$ cat src/hdl/rid_pkg.sv
`timescale 1ns / 1ps
`default_nettype none
// ----------------------------------------------------------------------------
// rid_pkg
// Opcodes, format and instruction codes, control words and the decoded
// result type shared by the instruction decoder modules.
// ----------------------------------------------------------------------------
package rid_pkg;

  localparam logic [6:0] OPC_OP      = 7'b0110011;
  localparam logic [6:0] OPC_OP32    = 7'b0111011;
  localparam logic [6:0] OPC_OPIMM   = 7'b0010011;
  localparam logic [6:0] OPC_OPIMM32 = 7'b0011011;
  localparam logic [6:0] OPC_LOAD    = 7'b0000011;
  localparam logic [6:0] OPC_STORE   = 7'b0100011;
  localparam logic [6:0] OPC_BRANCH  = 7'b1100011;
  localparam logic [6:0] OPC_JALR    = 7'b1100111;
  localparam logic [6:0] OPC_JAL     = 7'b1101111;
  localparam logic [6:0] OPC_LUI     = 7'b0110111;
  localparam logic [6:0] OPC_AUIPC   = 7'b0010111;

  localparam logic [6:0] F7_BASE = 7'b0000000;
  localparam logic [6:0] F7_MULDIV = 7'b0000001;
  localparam logic [6:0] F7_ALT  = 7'b0100000;
  // funct6 forms used by the rv64 shift-immediates
  localparam logic [5:0] F6_BASE = 6'b000000;
  localparam logic [5:0] F6_ALT  = 6'b010000;

  localparam logic [2:0] F3_0 = 3'd0;
  localparam logic [2:0] F3_1 = 3'd1;
  localparam logic [2:0] F3_2 = 3'd2;
  localparam logic [2:0] F3_3 = 3'd3;
  localparam logic [2:0] F3_4 = 3'd4;
  localparam logic [2:0] F3_5 = 3'd5;
  localparam logic [2:0] F3_6 = 3'd6;
  localparam logic [2:0] F3_7 = 3'd7;

  // bit0 aluop, 1 regdest, 2 regwrite, 3 alusrc, 4 jump, 5 branch,
  // 6 memread, 7 memwrite, 8 memtoreg
  localparam logic [8:0] CTL_NONE   = 9'h000;
  localparam logic [8:0] CTL_R      = 9'h007;
  localparam logic [8:0] CTL_IARITH = 9'h00F;
  localparam logic [8:0] CTL_LOAD   = 9'h04F;
  localparam logic [8:0] CTL_STORE  = 9'h089;
  localparam logic [8:0] CTL_BRANCH = 9'h021;
  localparam logic [8:0] CTL_JALR   = 9'h01D;
  localparam logic [8:0] CTL_JAL    = 9'h01C;
  localparam logic [8:0] CTL_LUI    = 9'h006;
  localparam logic [8:0] CTL_AUIPC  = 9'h00F;

  typedef enum logic [2:0] {
    FMT_R  = 3'd0,
    FMT_I  = 3'd1,
    FMT_S  = 3'd2,
    FMT_SB = 3'd3,
    FMT_UJ = 3'd4,
    FMT_U  = 3'd5
  } format_t;

  typedef enum logic [5:0] {
    IC_ADD, IC_SUB, IC_MUL, IC_MULH, IC_SLL, IC_MULHSU, IC_SLT, IC_MULHU,
    IC_SLTU, IC_DIV, IC_XOR, IC_OR, IC_REM, IC_AND, IC_REMU, IC_SRL,
    IC_DIVU, IC_SRA,
    IC_ADDW, IC_SUBW, IC_MULW, IC_SLLW, IC_DIVW, IC_SRLW, IC_DIVUW, IC_SRAW,
    IC_REMW, IC_REMUW,
    IC_ADDI, IC_SLTI, IC_SLTIU, IC_XORI, IC_ORI, IC_ANDI, IC_SLLI, IC_SRLI,
    IC_SRAI,
    IC_ADDIW, IC_SLLIW, IC_SRLIW, IC_SRAIW,
    IC_LB, IC_LH, IC_LW, IC_LBU, IC_LHU,
    IC_SB, IC_SH, IC_SW,
    IC_BEQ, IC_BNE, IC_BLT, IC_BGE, IC_BLTU, IC_BGEU,
    IC_JALR, IC_JAL, IC_LUI, IC_AUIPC
  } instr_code_t;

  typedef struct packed {
    logic               illegal;
    format_t            format;
    instr_code_t        instr_code;
    logic [4:0]         dest_reg;
    logic [4:0]         src_reg_a;
    logic [4:0]         src_reg_b;
    logic signed [11:0] immediate;
    logic [8:0]         control_lines;
  } rid_result_t;

endpackage
`default_nettype wire

$ cat src/hdl/riscv_instruction_decoder.sv
`timescale 1ns / 1ps
`default_nettype none
// ----------------------------------------------------------------------------
// riscv_instruction_decoder
// RV64IM decoder, 59 instructions, input register -> decode -> result register.
// ----------------------------------------------------------------------------
// Takes one 32-bit instruction word per cycle while in_ready is high and
// returns one decoded item per word: format, dense instruction code,
// rd/rs1/rs2 fields, I or S immediate and nine control lines; words outside
// the decoded set come out with illegal set and format, code, immediate and
// controls zero. Throughput is one item per clock while out_ready is high.
// The accepting edge loads the input register; the result register takes
// the decoded item once it has room, which raises out_valid, with the
// opcode/funct3/funct7 lookup in between. Ready flows back combinationally
// through both registers, so the pipe keeps moving while out_ready is high.
module riscv_instruction_decoder import rid_pkg::*; (
  input  wire logic        clk,
  input  wire logic        rst_n,
  input  wire logic        in_valid,
  output logic             in_ready,
  input  wire logic [31:0] in_instr_word,
  output logic             out_valid,
  input  wire logic        out_ready,
  output logic             out_illegal,
  output logic [2:0]       out_format,
  output logic [5:0]       out_instr_code,
  output logic [4:0]       out_dest_reg,
  output logic [4:0]       out_src_reg_a,
  output logic [4:0]       out_src_reg_b,
  output logic signed [11:0] out_immediate,
  output logic [8:0]       out_control_lines
);

  logic        dec_valid;
  logic        dec_ready;
  logic [31:0] dec_word;
  rid_result_t dec_result;
  rid_result_t res;

  rid_in_stage u_in_stage (
    .clk           (clk),
    .rst_n         (rst_n),
    .in_valid      (in_valid),
    .in_ready      (in_ready),
    .in_instr_word (in_instr_word),
    .stage_valid   (dec_valid),
    .stage_ready   (dec_ready),
    .stage_word    (dec_word)
  );

  rid_decode u_decode (
    .instr_word (dec_word),
    .result     (dec_result)
  );

  rid_out_stage u_out_stage (
    .clk          (clk),
    .rst_n        (rst_n),
    .stage_valid  (dec_valid),
    .stage_ready  (dec_ready),
    .stage_result (dec_result),
    .out_valid    (out_valid),
    .out_ready    (out_ready),
    .out_result   (res)
  );

  assign out_illegal       = res.illegal;
  assign out_format        = res.format;
  assign out_instr_code    = res.instr_code;
  assign out_dest_reg      = res.dest_reg;
  assign out_src_reg_a     = res.src_reg_a;
  assign out_src_reg_b     = res.src_reg_b;
  assign out_immediate     = res.immediate;
  assign out_control_lines = res.control_lines;

  // an illegal item carries no code, format or controls
  a_illegal_clean: assert property (@(posedge clk) disable iff (!rst_n)
    out_valid && out_illegal |->
      out_control_lines == CTL_NONE && out_format == FMT_R &&
      out_immediate == 12'sd0)
    else $error("illegal item with nonzero decode fields");

  // a full input register that can advance shows up at the output next cycle
  a_advance: assert property (@(posedge clk) disable iff (!rst_n)
    dec_valid && dec_ready |=> out_valid)
    else $error("decoded item lost between stages");

  // both registers full and output stalled: no new item may enter
  a_full_stall: assert property (@(posedge clk) disable iff (!rst_n)
    dec_valid && out_valid && !out_ready |-> !in_ready)
    else $error("item accepted while pipe is full");

  // memtoreg is never driven
  a_no_memtoreg: assert property (@(posedge clk) disable iff (!rst_n)
    out_valid |-> !out_control_lines[8])
    else $error("memtoreg set");

endmodule
`default_nettype wire

$ cat src/hdl/rid_in_stage.sv
`timescale 1ns / 1ps
`default_nettype none
// ----------------------------------------------------------------------------
// rid_in_stage
// Input register: captures one instruction word per accepted item and holds
// it until the result register takes the decoded item.
// ----------------------------------------------------------------------------
module rid_in_stage import rid_pkg::*; (
  input  wire logic        clk,
  input  wire logic        rst_n,
  input  wire logic        in_valid,
  output logic             in_ready,
  input  wire logic [31:0] in_instr_word,
  output logic             stage_valid,
  input  wire logic        stage_ready,
  output logic [31:0]      stage_word
);

  logic        valid_r, valid_nxt;
  logic [31:0] word_r;

  assign in_ready = !valid_r || stage_ready;

  always_comb begin
    valid_nxt = valid_r;
    if (in_ready) begin
      valid_nxt = in_valid;
    end
  end

  always_ff @(posedge clk) begin
    if (!rst_n) begin
      valid_r <= 1'b0;
    end else begin
      valid_r <= valid_nxt;
    end
  end

  always_ff @(posedge clk) begin
    if (in_valid && in_ready) begin
      word_r <= in_instr_word;
    end
  end

  assign stage_valid = valid_r;
  assign stage_word  = word_r;

endmodule
`default_nettype wire

$ cat src/hdl/rid_decode.sv
`timescale 1ns / 1ps
`default_nettype none
// ----------------------------------------------------------------------------
// rid_decode
// Combinational decode of one RV64IM instruction word into format, code,
// register fields, I/S immediate and control lines.
// ----------------------------------------------------------------------------
module rid_decode import rid_pkg::*; (
  input  wire logic [31:0] instr_word,
  output rid_result_t      result
);

  logic [6:0]  opc;
  logic [2:0]  f3;
  logic [6:0]  f7;
  logic        found;
  instr_code_t code;
  format_t     fmt;
  logic [8:0]  ctl;

  assign opc = instr_word[6:0];
  assign f3  = instr_word[14:12];
  assign f7  = instr_word[31:25];

  always_comb begin
    found = 1'b1;
    code  = IC_ADD;
    case (opc)
      OPC_OP: begin
        case (f3)
          F3_0: begin
            if (f7 == F7_BASE) code = IC_ADD;
            else if (f7 == F7_ALT) code = IC_SUB;
            else if (f7 == F7_MULDIV) code = IC_MUL;
            else found = 1'b0;
          end
          F3_1: begin
            if (f7 == F7_MULDIV) code = IC_MULH;
            else if (f7 == F7_BASE) code = IC_SLL;
            else found = 1'b0;
          end
          F3_2: begin
            if (f7 == F7_MULDIV) code = IC_MULHSU;
            else if (f7 == F7_BASE) code = IC_SLT;
            else found = 1'b0;
          end
          F3_3: begin
            if (f7 == F7_MULDIV) code = IC_MULHU;
            else if (f7 == F7_BASE) code = IC_SLTU;
            else found = 1'b0;
          end
          F3_4: begin
            if (f7 == F7_MULDIV) code = IC_DIV;
            else if (f7 == F7_BASE) code = IC_XOR;
            else found = 1'b0;
          end
          F3_5: begin
            if (f7 == F7_BASE) code = IC_SRL;
            else if (f7 == F7_MULDIV) code = IC_DIVU;
            else if (f7 == F7_ALT) code = IC_SRA;
            else found = 1'b0;
          end
          F3_6: begin
            if (f7 == F7_BASE) code = IC_OR;
            else if (f7 == F7_MULDIV) code = IC_REM;
            else found = 1'b0;
          end
          default: begin
            if (f7 == F7_BASE) code = IC_AND;
            else if (f7 == F7_MULDIV) code = IC_REMU;
            else found = 1'b0;
          end
        endcase
      end
      OPC_OP32: begin
        case (f3)
          F3_0: begin
            if (f7 == F7_BASE) code = IC_ADDW;
            else if (f7 == F7_ALT) code = IC_SUBW;
            else if (f7 == F7_MULDIV) code = IC_MULW;
            else found = 1'b0;
          end
          F3_1: begin
            if (f7 == F7_BASE) code = IC_SLLW;
            else found = 1'b0;
          end
          F3_4: begin
            if (f7 == F7_MULDIV) code = IC_DIVW;
            else found = 1'b0;
          end
          F3_5: begin
            if (f7 == F7_BASE) code = IC_SRLW;
            else if (f7 == F7_MULDIV) code = IC_DIVUW;
            else if (f7 == F7_ALT) code = IC_SRAW;
            else found = 1'b0;
          end
          F3_6: begin
            if (f7 == F7_MULDIV) code = IC_REMW;
            else found = 1'b0;
          end
          F3_7: begin
            if (f7 == F7_MULDIV) code = IC_REMUW;
            else found = 1'b0;
          end
          default: found = 1'b0;
        endcase
      end
      OPC_OPIMM: begin
        case (f3)
          F3_0: code = IC_ADDI;
          F3_2: code = IC_SLTI;
          F3_3: code = IC_SLTIU;
          F3_4: code = IC_XORI;
          F3_6: code = IC_ORI;
          F3_7: code = IC_ANDI;
          // rv64 shift amount reaches bit 25, so only funct6 is checked
          F3_1: begin
            if (f7[6:1] == F6_BASE) code = IC_SLLI;
            else found = 1'b0;
          end
          default: begin
            if (f7[6:1] == F6_BASE) code = IC_SRLI;
            else if (f7[6:1] == F6_ALT) code = IC_SRAI;
            else found = 1'b0;
          end
        endcase
      end
      OPC_OPIMM32: begin
        case (f3)
          F3_0: code = IC_ADDIW;
          F3_1: begin
            if (f7 == F7_BASE) code = IC_SLLIW;
            else found = 1'b0;
          end
          F3_5: begin
            if (f7 == F7_BASE) code = IC_SRLIW;
            else if (f7 == F7_ALT) code = IC_SRAIW;
            else found = 1'b0;
          end
          default: found = 1'b0;
        endcase
      end
      OPC_LOAD: begin
        case (f3)
          F3_0: code = IC_LB;
          F3_1: code = IC_LH;
          F3_2: code = IC_LW;
          F3_4: code = IC_LBU;
          F3_5: code = IC_LHU;
          default: found = 1'b0;
        endcase
      end
      OPC_STORE: begin
        case (f3)
          F3_0: code = IC_SB;
          F3_1: code = IC_SH;
          F3_2: code = IC_SW;
          default: found = 1'b0;
        endcase
      end
      OPC_BRANCH: begin
        case (f3)
          F3_0: code = IC_BEQ;
          F3_1: code = IC_BNE;
          F3_4: code = IC_BLT;
          F3_5: code = IC_BGE;
          F3_6: code = IC_BLTU;
          F3_7: code = IC_BGEU;
          default: found = 1'b0;
        endcase
      end
      OPC_JALR: begin
        if (f3 == F3_0) code = IC_JALR;
        else found = 1'b0;
      end
      OPC_JAL:   code = IC_JAL;
      OPC_LUI:   code = IC_LUI;
      OPC_AUIPC: code = IC_AUIPC;
      default:   found = 1'b0;
    endcase
  end

  always_comb begin
    case (opc)
      OPC_OP, OPC_OP32: begin
        fmt = FMT_R;  ctl = CTL_R;
      end
      OPC_OPIMM, OPC_OPIMM32: begin
        fmt = FMT_I;  ctl = CTL_IARITH;
      end
      OPC_LOAD: begin
        fmt = FMT_I;  ctl = CTL_LOAD;
      end
      OPC_STORE: begin
        fmt = FMT_S;  ctl = CTL_STORE;
      end
      OPC_BRANCH: begin
        fmt = FMT_SB; ctl = CTL_BRANCH;
      end
      OPC_JALR: begin
        fmt = FMT_UJ; ctl = CTL_JALR;
      end
      OPC_JAL: begin
        fmt = FMT_UJ; ctl = CTL_JAL;
      end
      OPC_LUI: begin
        fmt = FMT_U;  ctl = CTL_LUI;
      end
      default: begin
        fmt = FMT_U;  ctl = CTL_AUIPC;
      end
    endcase
  end

  always_comb begin
    result.illegal       = !found;
    result.format        = FMT_R;
    result.instr_code    = IC_ADD;
    result.control_lines = CTL_NONE;
    result.immediate     = '0;
    result.dest_reg      = instr_word[11:7];
    result.src_reg_a     = instr_word[19:15];
    result.src_reg_b     = instr_word[24:20];
    if (found) begin
      result.format        = fmt;
      result.instr_code    = code;
      result.control_lines = ctl;
      if (fmt == FMT_I) begin
        result.immediate = instr_word[31:20];
      end else if (fmt == FMT_S) begin
        result.immediate = {instr_word[31:25], instr_word[11:7]};
      end
    end
  end

endmodule
`default_nettype wire

$ cat src/hdl/rid_out_stage.sv
`timescale 1ns / 1ps
`default_nettype none
// ----------------------------------------------------------------------------
// rid_out_stage
// Result register: holds one decoded item until the consumer takes it and
// refills in the same cycle that it is emptied.
// ----------------------------------------------------------------------------
module rid_out_stage import rid_pkg::*; (
  input  wire logic        clk,
  input  wire logic        rst_n,
  input  wire logic        stage_valid,
  output logic             stage_ready,
  input  wire rid_result_t stage_result,
  output logic             out_valid,
  input  wire logic        out_ready,
  output rid_result_t      out_result
);

  logic        valid_r, valid_nxt;
  rid_result_t result_r;

  assign stage_ready = !valid_r || out_ready;

  always_comb begin
    valid_nxt = valid_r;
    if (stage_ready) begin
      valid_nxt = stage_valid;
    end
  end

  always_ff @(posedge clk) begin
    if (!rst_n) begin
      valid_r <= 1'b0;
    end else begin
      valid_r <= valid_nxt;
    end
  end

  always_ff @(posedge clk) begin
    if (stage_valid && stage_ready) begin
      result_r <= stage_result;
    end
  end

  assign out_valid  = valid_r;
  assign out_result = result_r;

endmodule
`default_nettype wire
$ cat config.mk
export PLATFORM = sky130hd
export DESIGN_NAME = riscv_instruction_decoder
export DESIGN_NICKNAME = d
export VERILOG_FILES = /design/src/hdl/rid_pkg.sv /design/src/hdl/riscv_instruction_decoder.sv /design/src/hdl/rid_in_stage.sv /design/src/hdl/rid_decode.sv /design/src/hdl/rid_out_stage.sv
export SDC_FILE = /design/constraint.sdc
export NUM_CORES = 1
export LEC_CHECK = 0
export ABC_AREA = 1
export BUFFER_PORTS_ARGS = -buffer_cell sky130_fd_sc_hd__buf_2
export CAP_MARGIN = 20
export CORE_MARGIN = 2
export CORE_UTILIZATION = 34
export CTS_BUF_LIST = sky130_fd_sc_hd__clkbuf_16
export DETAILED_ROUTE_END_ITERATION = 8
export SYNTH_ARGS = -nofsm -noshare
export SYNTH_HDL_FRONTEND = slang
export SYNTH_HIERARCHICAL = 1
export SYNTH_SLANG_ARGS = --single-unit
$ cat constraint.sdc
create_clock -name clk -period 7.2 [get_ports clk]
set_input_delay 1.44 -clock clk [delete_from_list [all_inputs] [get_ports clk]]
set_output_delay 1.44 -clock clk [all_outputs]
set_load 0.02 [all_outputs]
**Word level (Yosys, flattened, before mapping)**

Index checks and enable logic that the tools add are counted.
Widths: inputs -> output; s select.

- Eq/ne operators: 23
- Multiplexer cells: 69
- Reduce and logical (&&, ||, !) cells: 20

Operators with widths:

| cell | number |
|---|---|
| $mux 6 | 21 |
| $pmux 6 s7 | 2 |
| $pmux 6 s6 | 2 |
| $pmux 6 s11 | 1 |
| $pmux 8 s7 | 1 |
| $pmux 6 s3 | 2 |
| $eq 7x6->1 const B | 5 |
| $mux 5 | 7 |
| $pmux 6 s5 | 1 |
| $mux 12 | 2 |
| $eq 7x5->1 const B | 3 |
| $eq 7x7->1 const B | 3 |
| $mux 1 | 17 |
| $mux 4 | 4 |
| $pmux 3 s5 | 1 |
| $eq 3x3->1 const B | 4 |
| $reduce_or 3->1 | 4 |
| $reduce_or 6->1 | 2 |
| $eq 3x2->1 const B | 3 |
| $pmux 1 s9 | 1 |
| $eq 7x1->1 const B | 1 |
| $eq 7x2->1 const B | 1 |
| $logic_not 7->1 | 1 |
| $eq 3x1->1 const B | 2 |
| other kinds (14) | 21 |

- Word-level logic and storage cells: 123
- Output and inout port bits: 48
- Register bits after elaboration: 80
- Input bits: 36

**Logic depth before layout (Yosys ltp)**

Gate-level depths: netlist (run 1).

- Word-level depth: 7
- Mapped depth: 13

**Hierarchy**

The synthesis (run 1) kept the hierarchy.

By module, submodules not included:

| module | area an instance (µm²) | cells an instance | instances | sequential area each (µm²) |
|---|---|---|---|---|
| rid_decode | 1472.7 | 303 | 1 | 0.0 |
| rid_out_stage | 1432.6 | 53 | 1 | 1401.3 |
| rid_in_stage | 1012.2 | 39 | 1 | 980.9 |

**Worst setup path before layout (run 1)**

OpenSTA, ideal clock, no wires.

- Path kind: in2reg
- Start point: input out_ready
- End point: register u_out_stage.result_r, in the netlist u_out_stage/out_result[0] (enable)
- Library setup time: 0.465 ns
- Data arrival time: 3.699 ns
- Path slack: 3.036 ns
- Cell stages on the path: 2
- Data required time: 6.735 ns
- Buffers on the path: 0
- Cells stage by stage: inv_2 > a21oi_1

- Cells in the longest elaborated chain, start to end: 2

Ends and longest elaborated chain:

| element | RTL line | text |
|---|---|---|
| start, declared | riscv_instruction_decoder.sv:23 | `input wire logic out_ready,` |
| $logic_or 1x1->1 | rid_out_stage.sv:22 | `assign stage_ready = !valid_r \|\| out_ready;` |
| $logic_and 1x1->1 | rid_out_stage.sv:40 | `if (stage_valid && stage_ready) begin` |
| end signal, assigned | rid_out_stage.sv:41 | `result_r <= stage_result;` |
| end, declared | rid_out_stage.sv:20 | `rid_result_t result_r;` |

No other way between the ends.
A chain may end at the register's enable or synchronous reset.

**Worst setup path after layout (run 1)**

- Start point: input out_ready
- End point: output in_ready

- Cells in the longest elaborated chain, start to end: 2

Ends and longest elaborated chain:

| element | RTL line | text |
|---|---|---|
| $logic_or 1x1->1 | rid_out_stage.sv:22 |  |
| net dec_ready | riscv_instruction_decoder.sv:35 | `logic dec_ready;` |
| $logic_or 1x1->1 | rid_in_stage.sv:22 | `assign in_ready = !valid_r \|\| stage_ready;` |
| end, declared | riscv_instruction_decoder.sv:20 | `output logic in_ready,` |

The timed path passes the listed nets, and every way through them passes these cells.

==> results of run 1 <==
[per-layer routing]
layer,global-route usage [%],up-vias,part of all wire [%]
met1,19.2,1369,43
met5,0,-,0
met3,3.86,27,7.3
met2,23.4,140,45
li1,-,1455,-
met4,9.05,0,4.0
[worst max-delay path, cell delays in order]
cell	delay (ps)
buf_2	100
inv_2	70
nand2_2	60
inv_2	90
nand2_2	60
buf_2	160
[power breakdown]
group | internal (W) | switching (W)
clock | 0.000273 | 0.000188
combinational | 0.0000230 | 0.0000528
sequential | 0.000534 | 0.0000113
total | 0.000830 | 0.000252
[synthesized netlist by cell type, types with 3 or more instances]
cell | n | area [µm²]
edfxtp_1 | 78 | 2340
nand2_1 | 76 | 285
inv_1 | 48 | 180
nor2_1 | 39 | 146
nand3_1 | 30 | 150
o21ai_0 | 20 | 100
buf_4 | 17 | 128
nand2_2 | 16 | 100
inv_2 | 15 | 56.3
nor3_1 | 10 | 50.1
a21oi_1 | 9 | 45.0
nand4_1 | 7 | 43.8
nor2_2 | 6 | 37.5
nor2_4 | 4 | 45.0
o211ai_1 | 3 | 22.5
[state kept, by name, indices dropped and copies added (netlist names)]
| register | cells |
|---|---|
| u_out_stage/out_valid | 1 |
| u_in_stage/stage_valid | 1 |
| u_out_stage/out_result | 46 |
| u_in_stage/stage_word | 32 |
[cell families (layout without fill, tap and decap cells)]
family,after synthesis,in the layout,synth area share [%]
and+or+nand+nor,194,194,23.9
DFF,80,80,60.8
AOI/OAI and AO/OA,38,38,5.43
buffers and inverters,82,164,9.80
other,1,1,0.0957
[per-stage QoR]
stage | power (W) | instance area, µm² | std cells
final | 0.00108 | 4700 | 620
after global routing | 0.00113 | 4700 | 620
after CTS | 0.00110 | 4700 | 620
after detailed placement | 0.000631 | 4400 | 604
after global placement | 0.000630 | 4400 | 604
after floorplan | 0.000608 | 3920 | 395
[cell usage in the layout, fill, tap and decap left out, types with 2 or more instances in the layout]
master,count
o21ai_0,20
inv_2,15
nor2_2,6
nor2_4,4
inv_6,3
a21oi_2,2
a21oi_4,2
o22ai_1,2
inv_1,48
edfxtp_1,78
nor3_1,10
buf_2,83
nand3_4,2
a21oi_1,7
buf_4,2
clkbuf_16,9
nor3_2,2
nor2_1,39
nand2_2,16
o211ai_1,3
nand4_1,7
nand2_1,76
dfxtp_1,2
nand3_1,30
[layout make-up]
cell class	instances	area (µm²)	share of cell area [%]
clock inverter	7	76.3	1.62
timing repair buffer	85	430	9.15
tap	143	179	3.80
clock buffer	9	225	4.79
sequential	80	2380	50.7
inverter	63	236	5.03
multi-input combinational	233	1170	25.0
[final timing paths]
kind | endpoint | slack, ps | cells after the start
setup / recovery | in_ready | 3780 | 6
hold / removal | u_out_stage/out_result[27]$_DFFE_PP_ | 420 | 0
setup reg to reg | u_out_stage/out_result[0]$_DFFE_PP_ | 4850 | 11
hold reg to reg | u_out_stage/out_result[27]$_DFFE_PP_ | 420 | 0
==> results, run 1 <==
- The maximum buffer depth of the clock tree is 2.
- The worst pin sits at a relative slew slack of 32.5%.
- The worst setup path startpoint is out_ready.
- The type of the most critical hold path is reg -> reg.
- The starting density of the core is 34.6%.
- At the worst endpoint, the arrival time is 1980 ps.
- The number of clock buffers inserted by TritonCTS is 9.
- The number of hold buffers added after CTS was 0.
- VDD sags by at most 112 µV.
- The number of antenna diodes in the final layout is 0.
- The number of antenna violations at the first check in global routing is 0.
- The end-of-flow core utilization is 41.5%.
- The die boundary height is 111 µm.
- The routability congestion estimate from global placement is 0.960.
- The post-detailed-route count of antenna-violating nets is 0.
- The predominant post-synthesis flop cell is edfxtp_1.
- The clock tree synthesis step divided the H-tree into 3 levels.
- The number of global-route vias before repair is 2980.
- When the netlist entered floorplanning its net count stood at 431.
- Global routing used 15.1% of the available tracks across all layers.
- The tool flagged a number of max-cap violations equal to 0.
- The number of resized instances in the post-cts repair step is 0.
- Synthesis handed over a netlist of 395 instances.
- The root buffer cell is clkbuf_16.
- The number of placement rows is 39.
- Clock tree synthesis found a total of 80 sinks.
- The final critical path takes up 47.6% of the cycle.
- During synthesis, Yosys emitted a total of 6 warnings.
- The average instance in the mapped netlist occupies 9.92 µm².
- 84 I/O pins were placed.
- The number of iterations in the first detailed-routing pass is 6.
- After synthesis, flip-flops and latches occupy 60.8% of the total area.
- The final number of hold-violating endpoints is 0.
- Final hold analysis gives a worst-case slack of 421 ps.
- The routed wire length is 9080 µm.
- Buffers added to address setup during post-CTS repair amount to 0.
- The number of slew-limit violations in the final report came to 0.
- In this run the most critical hold path is launched from u_in_stage/stage_word[16]$_DFFE_PP_.
- In the final layout, the share of cells above drive strength 1 is 31.7%.
- The placement-stage worst setup slack is 3770 ps.
- The global-route wire length before repair is 14700 µm.
- The required time at the worst-slack endpoint is 5760 ps.
- The post-synthesis sequential element count is 80.
- The count of unresolved DRC violations after routing is 0.
- The floorplan step defined a core boundary enclosing 11300 µm².
- The share of synthesized registers carrying an async set or reset is 0%.
- Clock latency on the worst-skew pair, taken at its later pin, is 330 ps.
- Port buffering added 83 buffers.
- Summed over all layers, the global routing overflow is 0.
- Across all setup checks in the final design, the least slack found is 3780 ps.
- The transition time at the pin with the least slew margin is 1010 ps.
- The worst path needs 3420 ps of the cycle, external delays included.
- The analysis attributes to cell leakage a power of 2.21 nW.
- Summing every instance area after synthesis gives 3920 µm².
- The peak clock frequency supported by timing is 292 MHz.
- The total number of vias is 2991.
- The distinct cell type count after synthesis is 27.
- Of all nets on the critical path, the largest fanout is 2.
- TritonCTS built the clock tree.
- The area growth from synthesis to layout is 20.1%.
- The routed length per placed instance is 14.6 µm.
- The die area is 12400 µm².
- Setup repair after global routing left no endpoint under its margin.
- The final-stage net count is 508.
- The worst register-to-register path begins at u_in_stage/stage_word[14]$_DFFE_PP_.
- The horizontal extent of the die is 111 µm.
- Setup violations remaining at the end of the flow were counted as 0.
- STA classifies the critical path endpoint as an output pin.
- Between clock sinks in the finished design, the worst skew comes to 6.79 ps.
- The pin count of the biggest net entering global routing is 47.
- The setup path with the least slack is of type in -> out.
- The detailed router finished its first iteration with 269 violations.
- After legalization and detailed placement, the total HPWL measured 6840 µm.
- The register clock-pin slew on the reported worst setup and hold paths is 60 ps.
- Using the TritonRoute via totals, the vias-per-cell ratio works out to 4.82.
- The number of flops mapped to enable cells by yosys is 78.
- The flow ran to the end, and the final reports show no timing, DRC or antenna violations.
- STA classifies the critical path startpoint as a primary input.
- For the final routed database, the setup TNS stands at 0 ps.
- After filler insertion, the fill cell instance count of the layout stands at 1094.
- For this design the ratio of total power to cell area is 230 nW/µm².
(Power assumes the default switching activity.)
==> run 2: changes to the inputs <==
==> constraint.sdc (replaced) <==
create_clock -name clk -period 3.5 [get_ports clk]
set_input_delay 0.7 -clock clk [delete_from_list [all_inputs] [get_ports clk]]
set_output_delay 0.7 -clock clk [all_outputs]
set_load 0.02 [all_outputs]
==> run 2 against run 1 <==
Count of clock-buffer cells in the layout unchanged. Hold slack got worse by 4.4 ps. Register-to-register slack got worse by 3600 ps. Critical path type is now reg -> reg. Largest power group unchanged.
==> results, run 2 (synthesized netlist as in run 1, its figures left out) <==
- The worst max-slew margin expressed relative to the limit was 31.6% (was 32.5%).
- The number of setup violations in the final report was 0 (unchanged).
- The die boundary height is 111 µm (unchanged).
- The total power divided by cell area is 470 nW/µm² (was 230 nW/µm²).
- The via density per instance was 4.84 (was 4.82).
- The worst vdd rail ir drop was 244 µV (was 112 µV).
- The total number of vias is 2999 (was 2991).
- The arrival time of the worst setup path was 2330 ps (was 1980 ps).
- The I/O pin count came to 84 (unchanged).
- The pin count of the biggest net entering global routing is 47 (unchanged).
- The maximum buffer depth of the clock tree is 2 (unchanged).
- The start point of the worst hold path was u_in_stage/stage_word[19]$_DFFE_PP_ (was u_in_stage/stage_word[16]$_DFFE_PP_).
- The global router's overall resource usage is 15.5% (was 15.1%).
- The root buffer cell is clkbuf_16 (unchanged).
- The peak clock frequency supported by timing is 446 MHz.
- The transition time at the pin with the least slew margin is 1020 ps (was 1010 ps).
- The number of clock buffers inserted by TritonCTS was 9 (unchanged).
- The CTS H-tree depth is 3 (unchanged).
- The required time at the worst-slack endpoint was 3580 ps (was 5760 ps).
- The time the worst path needs with I/O delays and setup is 2240 ps.
- The final number of hold-violating endpoints is 0 (unchanged).
- The final-stage net count was 508 (unchanged).
- The longest individual stage delay on the worst path is 580 ps (was 160 ps).
- The count of buffers added by post-CTS timing repair for setup is 0 (unchanged).
- The destination of the critical timing path is u_out_stage/out_result[10]$_DFFE_PP_ (was in_ready).
- The worst reg-to-reg setup slack is 1260 ps (was 4850 ps).
- The routed length per placed instance is 14.9 µm (was 14.6 µm).
- The most frequent standard cell in the layout excluding fill and tap cells is buf_2 (unchanged).
- The capturing point of the worst reg2reg path is u_out_stage/out_result[10]$_DFFE_PP_ (was u_out_stage/out_result[0]$_DFFE_PP_).
- The cell count of the worst reg-to-reg path was 9 (was 11).
- The number of iterations in the first detailed-routing pass is 5 (was 6).
- The die area was 12400 µm² (unchanged).
- The critical path buffer and inverter count was 2 (was 4).
- The type of element launching the critical path is a register (was primary input).
- The power consumption is 0.00221 W (was 0.00108 W).
- The core footprint is 11300 µm² (unchanged).
- The proportion of power drawn by combinational gates is 7.1% (was 7.0%).
- The switching power as a share of total power is 23.1% (was 23.3%).
- Of the available clock period, the critical path in the final layout requires 64.1%.
- The switching power was 0.000510 W (was 0.000252 W).
- The area of the multi-input gates came to 1170 µm² (unchanged).
- The number of gates on the worst path with buffers counted is 9 (was 6).
- The number of antenna violations at the first check in global routing is 0 (unchanged).
- Status: finished, final reports clean (unchanged).
- The layout overhead on the synthesized area is 19.9% (was 20.1%).
- The max-cap check violation count is 0 (unchanged).
- The aggregate negative setup slack is 0 ps (unchanged).
- The number of slew-limit violations in the final report is 0 (unchanged).
- The routed wire length is 9230 µm (was 9080 µm).
- The horizontal extent of the die is 111 µm (unchanged).
- The share of layout cells above drive strength 1 came to 31.4% (was 31.7%).
- The number of filler instances in the final layout was 1132 (was 1094).
- The insertion delay to the later sink of the worst-skew pair is 330 ps (about the same).
- The number of flip-flops under the largest register name is 46 (unchanged).
- The count of unresolved DRC violations after routing is 0 (unchanged).
- The proportion of power drawn by flip-flops and latches is 50.8% (was 50.4%).
- The end-of-flow core utilization is 41.5% (about the same).
- The count of input and output buffers is 83 (unchanged).
- The maximum fanout along the worst path was 18 (was 2).
- The clock group share of total power is 42.1% (was 42.6%).
- The register clock-pin slew on the reported worst setup and hold paths is 60 ps (about the same).
- The number of buffers inserted for hold repair after clock tree synthesis is 0 (unchanged).
- The number of global-route vias before repair came to 3016 (was 2980).
- The type of destination of the critical path is a register (was output pin).
- The global-route wire length before repair is 15100 µm (was 14700 µm).
- The cell class contributing the biggest share of worst-path delay is simple AND/OR/NAND/NOR gates (was buffers and inverters).
- The cell-internal power is 0.00170 W (was 0.000830 W).
- The starting density of the core came to 34.6% (unchanged).
- Worst-path cell chain: inv_1 -> nor2_4 -> nand3_1 -> nand3_1 -> nand2_1 -> nor2_2 -> nand3_4 -> nand2_1 -> inv_1 (was buf_2 -> inv_2 -> nand2_2 -> inv_2 -> nand2_2 -> buf_2).
- The type of the most critical hold path is reg -> reg (unchanged).
- The leakage power figure is 2.20 nW (was 2.21 nW).
- The start of the worst register-to-register path is u_in_stage/stage_word[14]$_DFFE_PP_ (unchanged).
- The half-perimeter wire length after detailed placement is 7020 µm (was 6840 µm).
- The worst hold slack is 417 ps (was 421 ps).
- The total area of sequential cells was 2380 µm² (unchanged).
- The number of resized instances in the post-cts repair step is 0 (unchanged).
- Most frequent cells in the layout: buf_2, edfxtp_1, nand2_1 (unchanged).
- The antenna diode instance count is 0 (unchanged).
- The cell at the slowest stage of the critical path is edfxtp_1 (was buf_2).
- RSZ-0062 raised after global routing: no (unchanged).
- The number of sinks driven by the clock tree is 80 (unchanged).
- The worst setup path startpoint is u_in_stage/stage_word[14]$_DFFE_PP_ (was out_ready).
- The classification of the worst setup path is reg -> reg (was in -> out).
- The CTS tree is built (unchanged).
- The sum of overflow across all layers after global routing is 0 (unchanged).
- The post-detailed-route count of antenna-violating nets is 0 (unchanged).
- The iteration-0 DRC count of the detailed router is 391 (was 269).
- The worst clock skew is 7.94 ps (was 6.79 ps).
- The routability congestion estimate from global placement is 0.971 (was 0.960).
- The number of placement rows is 39 (unchanged).
[run 2: metrics by stage]
step | instance area [µm²] | setup WS [ps] | std cells
4_1_cts | 4700 | 1280 | 620
3_3_place_gp | 4400 | 1310 | 604
6_report | 4700 | 1260 | 620
2_1_floorplan | 3920 | 76.3 | 395
5_1_grt | 4700 | 1050 | 620
3_5_place_dp | 4400 | 1300 | 604
[run 2: layout make-up]
cell class	instances	area share (%)
multi-input cells	233	25.0
well taps	143	3.81
clock inverters	7	1.49
flip-flops and latches	80	50.7
repair buffers	85	9.16
clock buffers	9	4.79
inverters	63	5.03
[run 2: power by group through the flow]
stage	logic, W	clock network (W)	registers [W]
after floorplan	0.0000872	0	0.00116
after global placement	0.000157	0	0.00114
after detailed placement	0.000157	0	0.00114
after CTS	0.000157	0.000957	0.00112
after global routing	0.000173	0.00100	0.00113
final	0.000157	0.000930	0.00112
[run 2: worst min path at each step]
stage | to | slack [ps] | cells after the start
6_report | u_out_stage/out_result[30]$_DFFE_PP_ | 420 | 0
5_1_grt | u_out_stage/out_result[30]$_DFFE_PP_ | 440 | 0
4_1_cts | u_out_stage/out_result[26]$_DFFE_PP_ | 420 | 0
3_5_place_dp | u_out_stage/out_result[26]$_DFFE_PP_ | 400 | 0
3_3_place_gp | u_out_stage/out_result[27]$_DFFE_PP_ | 400 | 0
2_1_floorplan | u_out_stage/out_valid$_SDFFE_PN0P_ | 480 | 2
[run 2: metal layers]
layer	global-route usage, %	share of wire, %	up-vias
met1	20.5	43	1360
met3	3.59	7.1	31
met4	8.64	3.9	0
met2	23.8	46	156
met5	0	0	-
li1	-	-	1452
==> run 3: changes to the inputs <==
==> constraint.sdc (replaced) <==
create_clock -name clk -period 2 [get_ports clk]
set_input_delay 0.4 -clock clk [delete_from_list [all_inputs] [get_ports clk]]
set_output_delay 0.4 -clock clk [all_outputs]
set_load 0.02 [all_outputs]
==> run 3 against run 2 <==
Non-clock buffer count grew 45. Combinational power grew 120%. Critical path depth grew 2. Sequential share of layout area shrank 5.3 points. Clock power grew 59%. Register-to-register slack lost 1200 ps. Setup slack lost 1200 ps. Critical path type unchanged. Largest cell class unchanged. Highest routed layer unchanged.
==> results, run 3 (synthesized netlist as in run 1, its figures left out) <==
- The half-perimeter wire length after detailed placement came to 7740 µm (was 7020 µm).
- The leakage power figure is 2.50 nW (was 2.20 nW).
- The count of unresolved DRC violations after routing is 0 (unchanged).
- The CTS tree is built (unchanged).
- The antenna diode instance count came to 0 (unchanged).
- The routed wire length came to 10300 µm (was 9230 µm).
- The pin count of the biggest net entering global routing is 47 (unchanged).
- The maximum fanout along the worst path is 6 (was 18).
- The aggregate negative setup slack came to 0 ps (unchanged).
- The arrival time of the worst setup path was 2050 ps (was 2330 ps).
- The number of slew-limit violations in the final report is 0 (unchanged).
- The cell at the slowest stage of the critical path is edfxtp_1 (unchanged).
- The horizontal extent of the die is 111 µm (unchanged).
- Status: finished, final reports clean (unchanged).
- The maximum buffer depth of the clock tree is 2 (unchanged).
- The total power divided by cell area is 723 nW/µm² (was 470 nW/µm²).
- The worst clock skew was 4.32 ps (was 7.94 ps).
- The worst reg-to-reg setup slack is 50 ps (was 1260 ps).
- RSZ-0062 raised after global routing: yes (was no).
- The number of global-route vias before repair is 3179 (was 3016).
- The register clock-pin slew on the reported worst setup and hold paths came to 60 ps (about the same).
- The number of antenna violations at the first check in global routing is 0 (unchanged).
- The number of filler instances in the final layout is 1118 (was 1132).
- The total number of vias came to 3183 (was 2999).
- The number of clock buffers inserted by TritonCTS came to 9 (unchanged).
- The via density per instance came to 4.77 (was 4.84).
- The I/O pin count is 84 (unchanged).
- The starting density of the core came to 34.6% (unchanged).
- The final design instance area without fill is 5250 µm² (was 4700 µm²).
- The total area of sequential cells came to 2380 µm² (unchanged).
- The capturing point of the worst reg2reg path is u_out_stage/out_result[13]$_DFFE_PP_ (was u_out_stage/out_result[10]$_DFFE_PP_).
- The number of iterations in the first detailed-routing pass was 7 (was 5).
- The iteration-0 DRC count of the detailed router was 207 (was 391).
- The routed length per placed instance is 15.5 µm (was 14.9 µm).
- The final number of hold-violating endpoints is 0 (unchanged).
- The root buffer cell is clkbuf_16 (unchanged).
- The core footprint came to 11300 µm² (unchanged).
- The final-stage net count is 556 (was 508).
- The required time at the worst-slack endpoint is 2110 ps (was 3580 ps).
- The capture endpoint of the worst hold path is u_in_stage/stage_word[1]$_DFFE_PP_ (was u_out_stage/out_result[30]$_DFFE_PP_).
- The number of sinks driven by the clock tree was 80 (unchanged).
- The cell count of the worst reg-to-reg path is 11 (was 9).
- The post-detailed-route count of antenna-violating nets was 0 (unchanged).
- The number of cells in the finished layout apart from fillers is 667 (was 620).
- The power consumption was 0.00379 W (was 0.00221 W).
- Most frequent cells in the layout: buf_2, edfxtp_1, nand2_1 (unchanged).
- The area of the multi-input gates is 1360 µm² (was 1170 µm²).
- The insertion delay to the later sink of the worst-skew pair is 340 ps (was 330 ps).
- The sum of overflow across all layers after global routing is 0 (unchanged).
- The start point of the worst hold path was in_instr_word[1] (was u_in_stage/stage_word[19]$_DFFE_PP_).
- The number of instances on the worst hold path is 1 (was 0).
- The type of the most critical hold path is in -> reg (was reg -> reg).
- The placement-stage cell area is 4700 µm² (was 4400 µm²).
- The classification of the worst setup path is reg -> reg (unchanged).
- The share of layout cells above drive strength 1 is 44.5% (was 31.4%).
- The type of element launching the critical path is a register (unchanged).
- The number of placement rows is 39 (unchanged).
- The count of input and output buffers is 83 (unchanged).
- The die area is 12400 µm² (unchanged).
- The number of flip-flops under the largest register name is 46 (unchanged).
- The CTS H-tree depth is 3 (unchanged).
- Worst-path cell chain: inv_2 -> nand2_4 -> nor2_4 -> nand3_2 -> nand3_2 -> nand2_2 -> nor2_4 -> buf_6 -> nand3_4 -> nand2_2 -> inv_2 (was inv_1 -> nor2_4 -> nand3_1 -> nand3_1 -> nand2_1 -> nor2_2 -> nand3_4 -> nand2_1 -> inv_1).
- The global router's overall resource usage was 16.6% (was 15.5%).
- The routability congestion estimate from global placement is 0.965 (was 0.971).
- The most frequent standard cell in the layout excluding fill and tap cells is buf_2 (unchanged).
- The longest individual stage delay on the worst path was 490 ps (was 580 ps).
- The max-cap check violation count is 0 (unchanged).
- The time the worst path needs with I/O delays and setup is 1950 ps (was 2240 ps).
- The number of setup violations in the final report is 0 (unchanged).
- The worst vdd rail ir drop was 345 µV (was 244 µV).
- The global-route wire length before repair is 16100 µm (was 15100 µm).
- The layout overhead on the synthesized area came to 33.9% (was 19.9%).
- The die boundary height was 111 µm (unchanged).
- The final period utilization is 97.3% (was 64.1%).
- The start of the worst register-to-register path is u_in_stage/stage_word[13]$_DFFE_PP_ (was u_in_stage/stage_word[14]$_DFFE_PP_).
- The type of destination of the critical path is a register (unchanged).
- The number of placed cells counting well taps is 640 (was 604).
- The peak clock frequency supported by timing was 514 MHz (was 446 MHz).
-- run 3: cell count changes in the layout (fill, tap and decap cells not counted), sizes merged --
cell	delta
clkinv	+1
buf	+45
bufinv	-1
inv	-1
nand3	+3
-- run 3: worst max-delay path: cells and delay by family (launching register included) --
family	cells	cell delay [ps]
and+or+nand+nor	8	900
DFF	1	490
buffers and inverters	3	320
-- run 3: stage by stage --
stage | hold WS, ps | utilization [%] | setup WS, ps
after global placement | 401 | 41.5 | -4.22
after global routing | 214 | 46.3 | -33.4
after floorplan | 490 | - | 63.7
after detailed placement | 406 | 41.5 | 19.8
after CTS | 218 | 43.8 | 8.63
final | 229 | 46.3 | 54.4
-- run 3: worst max path at each step --
stage | startpoint | endpoint | slack (ps)
CTS | u_in_stage/stage_word[12]$_DFFE_PP_ | u_out_stage/out_result[3]$_DFFE_PP_ | 9
global placement | u_in_stage/stage_word[6]$_DFFE_PP_ | u_out_stage/out_result[39]$_DFFE_PP_ | -4
floorplan | u_out_stage/out_valid$_SDFFE_PN0P_ | u_in_stage/stage_word[0]$_DFFE_PP_ | 60
global route | u_in_stage/stage_word[13]$_DFFE_PP_ | u_out_stage/out_result[15]$_DFFE_PP_ | -30
detailed placement | u_in_stage/stage_word[12]$_DFFE_PP_ | u_out_stage/out_result[3]$_DFFE_PP_ | 20
finish | u_in_stage/stage_word[13]$_DFFE_PP_ | u_out_stage/out_result[13]$_DFFE_PP_ | 50
-- run 3: repair_timing --
action,4_1_cts,5_1_grt
hold endpoints to repair,0,0
buffers inserted,0,9
setup endpoints to repair,0,22
hold buffers,0,0
gates resized for setup,0,52
-- run 3: report_power, final --
part           switching, W  internal (W)
combinational      0.000223      0.000129
clock              0.000655      0.000828
sequential        0.0000362       0.00192
total              0.000915       0.00288
-- run 3: routing by layer --
layer	vias up	wire, µm	GRT usage (%)
li1	1564	-	-
met2	91	5010	26.5
met5	-	0	0
met4	0	225	6.42
met1	1512	4530	21.8
met3	16	546	4.25
-- run 3: layout make-up --
class	instances	area share, %
flip-flops and latches	80	45.4
well taps	143	3.41
multi-input cells	236	25.9
repair buffers	130	15.7
inverters	63	4.56
clock buffers	9	4.29
clock inverters	6	0.716
